`src/swm_pkg.sv`:
```
// Package for the sliding-window median filter.
// Holds default sizes, the register map and the window register width.
// No dependencies.
package swm_pkg;

   localparam int WINDOW_MAX_DEF   = 16;
   localparam int SAMPLE_WIDTH_DEF = 16;

   localparam int CSR_ADDR_W = 3;
   localparam int CSR_DATA_W = 32;
   localparam int WSIZE_W    = 5;

   localparam logic [WSIZE_W-1:0] WINDOW_SIZE_RESET = WSIZE_W'(3);

   // register index = byte address / 4
   localparam logic [CSR_ADDR_W-3:0] REG_WINDOW_SIZE = '0;

endpackage

```
`src/sliding_window_median.sv`:
```
// Sliding-window median filter, top level.
// Depends on swm_pkg for default sizes and the register map.
// A user of the block should know this first: one sample is taken per clock cycle and the
// result, twice the median of the last window_size samples, appears in the output register
// one cycle after the sample that completes or slides a full window. Samples that only fill
// the window give no result. The whole sorted window is held in flip-flops and updated in one
// cycle by a parallel compare-and-shift over all entries, which sets the cycle time. Input
// stall is raised only while a result waits and the output is stalled. Writing window_size
// (byte address 0) or a sample with restart set empties the window; sizes 0 and above
// WINDOW_MAX act as 1 and WINDOW_MAX.
module sliding_window_median
   import swm_pkg::*;
#(
   parameter int WINDOW_MAX   = WINDOW_MAX_DEF,
   parameter int SAMPLE_WIDTH = SAMPLE_WIDTH_DEF
) (
   input  logic                           clock,
   input  logic                           reset,
   // sample channel
   input  logic                           req_valid,
   output logic                           req_stall,
   input  logic signed [SAMPLE_WIDTH-1:0] req_sample,
   input  logic                           req_restart,
   // result channel
   output logic                           rsp_valid,
   input  logic                           rsp_stall,
   output logic signed [SAMPLE_WIDTH:0]   rsp_median_twice,
   // register port
   input  logic                           csr_psel,
   input  logic                           csr_penable,
   input  logic                           csr_pwrite,
   input  logic [CSR_ADDR_W-1:0]          csr_paddr,
   input  logic [CSR_DATA_W-1:0]          csr_pwdata,
   output logic [CSR_DATA_W-1:0]          csr_prdata,
   output logic                           csr_pready
);

   localparam int CNT_W = $clog2(WINDOW_MAX + 1);
   localparam int IDX_W = (WINDOW_MAX > 1) ? $clog2(WINDOW_MAX) : 1;
   localparam int SW    = SAMPLE_WIDTH;

   logic [WSIZE_W-1:0]    window_size_ff, window_size_in;
   logic [CNT_W-1:0]      fill_ff, fill_in;
   logic [IDX_W-1:0]      ptr_ff, ptr_in;
   logic signed [SW-1:0]  ring_ff   [WINDOW_MAX];
   logic signed [SW-1:0]  sorted_ff [WINDOW_MAX];
   logic signed [SW-1:0]  sorted_in [WINDOW_MAX];
   logic                  rsp_valid_ff, rsp_valid_in;
   logic signed [SW:0]    median_ff, median_in;

   logic                  csr_wr;
   logic                  req_take;
   logic [CNT_W-1:0]      eff_w;
   logic                  clr;
   logic [CNT_W-1:0]      n;
   logic [IDX_W-1:0]      p;
   logic                  full;
   logic signed [SW-1:0]  old;
   logic [IDX_W-1:0]      wr_idx;
   logic [CNT_W-1:0]      cnt;
   logic                  res_valid;
   logic signed [SW-1:0]  rem     [WINDOW_MAX];
   logic                  below   [WINDOW_MAX];
   logic [IDX_W-1:0]      lo_idx, hi_idx;
   logic signed [SW-1:0]  lo_val, hi_val;

   // ---------------- register port ----------------
   assign csr_pready = 1'b1;
   assign csr_wr = csr_psel && csr_penable && csr_pwrite && csr_pready &&
                   (csr_paddr[CSR_ADDR_W-1:2] == REG_WINDOW_SIZE);

   always_comb begin
      csr_prdata = '0;
      if (csr_paddr[CSR_ADDR_W-1:2] == REG_WINDOW_SIZE) begin
         csr_prdata = CSR_DATA_W'(window_size_ff);
      end
   end

   always_comb begin
      window_size_in = window_size_ff;
      if (csr_wr) begin
         window_size_in = csr_pwdata[WSIZE_W-1:0];
      end
   end

   // zero acts as one, oversize saturates
   always_comb begin
      if (window_size_ff == '0) begin
         eff_w = CNT_W'(1);
      end else if (32'(window_size_ff) > WINDOW_MAX) begin
         eff_w = CNT_W'(WINDOW_MAX);
      end else begin
         eff_w = CNT_W'(window_size_ff);
      end
   end

   // ---------------- handshake ----------------
   assign req_stall = rsp_valid_ff && rsp_stall;
   assign req_take  = req_valid && !req_stall;
   assign rsp_valid = rsp_valid_ff;
   assign rsp_median_twice = median_ff;

   // ---------------- window update ----------------
   always_comb begin
      clr    = req_restart || (fill_ff > eff_w) || (CNT_W'(ptr_ff) >= eff_w);
      n      = clr ? '0 : fill_ff;
      p      = clr ? '0 : ptr_ff;
      full   = (n == eff_w);
      old    = ring_ff[p];
      wr_idx = full ? p : n[IDX_W-1:0];
      cnt    = full ? (n - CNT_W'(1)) : n;
      res_valid = full || ((n + CNT_W'(1)) == eff_w);

      if (full) begin
         fill_in = n;
         ptr_in  = ((CNT_W'(p) + CNT_W'(1)) >= eff_w) ? '0 : (p + IDX_W'(1));
      end else begin
         fill_in = n + CNT_W'(1);
         ptr_in  = '0;
      end
   end

   // Remove the leaving sample: entries at or past its first copy shift down one.
   // Then insert the new sample at the first entry greater than it.
   always_comb begin
      for (int i = 0; i < WINDOW_MAX; i++) begin
         rem[i] = sorted_ff[i];
         if (full && !(sorted_ff[i] < old) && (i < WINDOW_MAX - 1)) begin
            rem[i] = sorted_ff[(i < WINDOW_MAX - 1) ? i + 1 : i];
         end
      end
      for (int i = 0; i < WINDOW_MAX; i++) begin
         below[i] = (CNT_W'(i) < cnt) && (rem[i] <= req_sample);
      end
      for (int j = 0; j < WINDOW_MAX; j++) begin
         if (below[j]) begin
            sorted_in[j] = rem[j];
         end else if (j == 0) begin
            sorted_in[j] = req_sample;
         end else if (below[(j > 0) ? j - 1 : 0]) begin
            sorted_in[j] = req_sample;
         end else begin
            sorted_in[j] = rem[(j > 0) ? j - 1 : 0];
         end
      end
   end

   // middle pair; equal indices for an odd window
   always_comb begin
      lo_idx    = IDX_W'((eff_w - CNT_W'(1)) >> 1);
      hi_idx    = IDX_W'(eff_w >> 1);
      lo_val    = sorted_in[lo_idx];
      hi_val    = sorted_in[hi_idx];
      median_in = {lo_val[SW-1], lo_val} + {hi_val[SW-1], hi_val};
   end

   always_comb begin
      rsp_valid_in = rsp_valid_ff;
      if (req_take) begin
         rsp_valid_in = res_valid;
      end else if (!rsp_stall) begin
         rsp_valid_in = 1'b0;
      end
   end

   // ---------------- registers ----------------
   always_ff @(posedge clock) begin
      if (reset) begin
         window_size_ff <= WINDOW_SIZE_RESET;
         fill_ff        <= '0;
         ptr_ff         <= '0;
         rsp_valid_ff   <= 1'b0;
      end else begin
         window_size_ff <= window_size_in;
         rsp_valid_ff   <= rsp_valid_in;
         if (csr_wr) begin
            fill_ff <= '0;
            ptr_ff  <= '0;
         end else if (req_take) begin
            fill_ff <= fill_in;
            ptr_ff  <= ptr_in;
         end
      end
   end

   always_ff @(posedge clock) begin
      if (req_take && !csr_wr) begin
         ring_ff[wr_idx] <= req_sample;
         for (int i = 0; i < WINDOW_MAX; i++) begin
            sorted_ff[i] <= sorted_in[i];
         end
      end
      if (req_take && res_valid) begin
         median_ff <= median_in;
      end
   end

   // ---------------- assertions ----------------
   a_fill_bound: assert property (@(posedge clock) disable iff (reset)
      fill_ff <= eff_w)
      else $error("fill count beyond window size");

   a_full_gives_result: assert property (@(posedge clock) disable iff (reset)
      req_take && !csr_wr && full |=> rsp_valid_ff)
      else $error("full window transaction produced no result");

   a_odd_even_result: assert property (@(posedge clock) disable iff (reset)
      rsp_valid_ff && eff_w[0] |-> !median_ff[0])
      else $error("odd window result is not twice a sample");

endmodule

```
`config.mk`:
```
export PLATFORM = sky130hd
export DESIGN_NAME = sliding_window_median
export DESIGN_NICKNAME = d
export VERILOG_FILES = /design/src/swm_pkg.sv /design/src/sliding_window_median.sv
export SDC_FILE = /design/constraint.sdc
export NUM_CORES = 2
export LEC_CHECK = 0
export BUFFER_PORTS_ARGS = -buffer_cell sky130_fd_sc_hd__buf_2
export CAP_MARGIN = 30
export CORE_ASPECT_RATIO = 2
export CORE_MARGIN = 8
export CORE_UTILIZATION = 60
export CTS_CLUSTER_SIZE = 24
export DETAILED_ROUTE_END_ITERATION = 7
export PLACE_DENSITY = 0.77
export SYNTH_ARGS = -nofsm -noshare
export SYNTH_HDL_FRONTEND = slang
export SYNTH_SLANG_ARGS = --single-unit
```
`constraint.sdc`:
```
create_clock -name clock -period 14.94 [get_ports clock]
set_input_delay 2.241 -clock clock [delete_from_list [all_inputs] [get_ports clock]]
set_output_delay 2.241 -clock clock [all_outputs]
set_load 0.005 [all_outputs]
```
==> flow_summary.ini <==
[run_status]
status = complete, but fails checks
violations = DRC

[floorplanning]
row_count = 140
start_util_pct = 60.3
dieArea_sq_um = 82200
die_h_microns = 397
core_sq_um = 72300
die_x_microns = 207
io_pins = 111

[clock_tree]
clkTransAtPathRegs_ns = 0.08
hold_buffers = 0
cts_setup_buffers = 0
cts-root-buf = clkbuf_16
numCtsBuffers = 52
htree_levels = 2
cts_resized = 0
clockBufferDepth = 3
cts.sinks = 544
clkLatencyLatePin_ns = 0.69
cts_tree = built

[global_route]
antenna_found_initial = 12
track_usage_pct = 46.9
grt_max_degree = 136
grt_pass1_vias = 38831
grt_pass1_wl_microns = 274000
gr-total-overflow = 0

[min_path]
hp-start = fill_ff[0]
hold_class = reg -> reg

[detailed_routing]
drt-initial-drc-count = 6206
wirelength_microns = 196000
wl_per_cell_microns = 36.2
drc = 3
detailedRoute.firstPassIterationCount = 8
vias = 40843
viasPerCell = 7.55
drtAntennaViolNets = 0

[timing]
setup_viol = 0
slew-limit-headroom_pct = 22.1
clock_skew_ns = 0.0399
tns_ns = 0
post-route-min-period_ns = 14.52
rsz0062_at_grt = false
worstMarginPinSlew_ns = 1.16
max_clock_freq_mhz = 68.9
finalHoldViolations = 0
fin_crit_sh_pct = 97.2
drv_slew = 0
setup_ws_ns = 0.418

[cells_and_area]
final_common_cell = edfxtp_1
drive_gt1_share_pct = 16.2
final_cell_mix = edfxtp_1, ha_1, nor2_1, a21oi_1, nand2_1
fin_cells = 5408
area_delta_synth_final_pct = 9.16
final_nets = 5007

[synthesis]
async_reset_ff_share_pct = 0
syn_inst = 4336
synth_area_sq_um = 43600
synth.distinct_cells = 114
synth.avg_cell_area_sq_um = 10.1
synth_flop_cell = edfxtp_1
synth_edf_count = 529
ys_seq_area_share_pct = 37.1
synth-seq-cells = 544
ys_warn_count = 0

[job]
cap_violations = 0

[worst_setup_path]
crit_type = reg -> reg
crit_fanout = 32
worst_path_most_repeated_cell = a21oi_1
critPathArrivalTime_ns = 15.06
cpMaxStageDelayCell = mux2_2
worstSetupStartpointType = register
crit_required_ns = 15.48
r2r_start = window_size_ff[3]
startpoint = window_size_ff[3]
end_kind = register
cpPeakStageDelay_ns = 0.67

[placed_design]
dp.cells = 5293
dp_hpwl_microns = 142000
gp_congestion = 1.14
pre_cts_ws_ns = 0.352
numPortBuffers = 53

[power_and_ir_drop]
p_total_mw = 4.98
powerDensity_nw_per_um2 = 104
vdd_ir_drop_max_v = 0.000130
leakage_nw = 19.6
==> stage by stage <==
stage               hold WS, ns  area [sq um]  util [%]
floorplan                 0.477         43700         -
global placement          0.587         45700      63.1
detailed placement        0.597         45700      63.2
CTS                       0.614         47500      65.6
global route              0.637         47600      65.8
finish                    0.628         47600      65.9
==> cells by family after synthesis <==
logic type | after synthesis | share of synthesized area [%]
AOI/OAI and AO/OA | 1284 | 19.2
xor gates and xnor gates | 28 | 0.596
adders and majority gates | 516 | 14.8
buffers and inverters | 396 | 4.17
DFF | 544 | 37.1
muxes | 472 | 12.2
other | 2 | 0.0172
and+or+nand+nor | 1094 | 11.9
==> sequential cells by signal, indices dropped and copies added, names as in the netlist <==
register / flops
ring_ff: 256
sorted_ff: 256
fill_ff: 5
ptr_ff: 4
window_size_ff: 5
rsp_median_twice: 17
rsp_valid: 1
==> layout make-up <==
class                      count  area [sq um]
antenna                       11          27.5
clock buffer                  66          1400
clock inverter                30           364
fill                        5794         24700
inverter                     141           537
multi-input combinational   3422         25900
sequential                   544         16200
tap                          923          1150
timing repair buffer         271          2040
==> synth_stat cells, types with 25 or more instances <==
cell type  count  area (sq um)
o21ai_0      251          1260
o22ai_1       45           282
a21o_1       126           946
nand2b_1      41           257
nand3_1       50           250
clkbuf_1     130           488
mux2_2       237          2670
a211oi_1      60           450
o21a_1        47           353
o21ai_1       41           205
buf_2         53           265
a22oi_1       35           263
nand4_1       94           588
a31oi_1       38           238
and3_1        37           231
nor2_1       359          1350
buf_4         51           383
o211ai_1      49           368
inv_1        138           518
nor3_1        46           230
a21oi_1      347          1740
a221oi_1      25           219
mux2i_1      202          2020
nor2b_1       54           338
ha_1         515          6440
nand2_1      310          1160
edfxtp_1     529         15900
==> worst max-delay path: cells and delay by family (launching register included) <==
family	cells	cell delay (ns)
adders and majority gates	4	1.65
buffers and inverters	6	1.56
muxes	2	1.01
and+or+nand+nor	13	2.77
DFF	1	0.41
AOI/OAI and AO/OA	31	6.89
==> metal layers <==
layer	vias to the layer above	wire, microns	GRT usage [%]
li1	16819	-	-
met1	19443	65000	54.8
met2	3476	82300	68.5
met3	1099	26300	15.7
met4	6	22100	40.0
met5	-	39	0
==> power by group <==
part | internal [mW] | total (mW) | switching (mW)
Combinational | 0.575 | 1.61 | 1.04
Sequential | 1.82 | 1.92 | 0.105
Clock | 0.760 | 1.44 | 0.679
Total | 3.15 | 4.98 | 1.82
==> path summary, 6_finish.rpt <==
kind         depth (start not counted)                   end  slack (ns)
min reg2reg                          2            fill_ff[0]        0.63
max reg2reg                         56  rsp_median_twice[16]        0.42
min                                  2            fill_ff[0]        0.63
max                                 56  rsp_median_twice[16]        0.42
No activity file was read; power rests on OpenSTA's default activity.
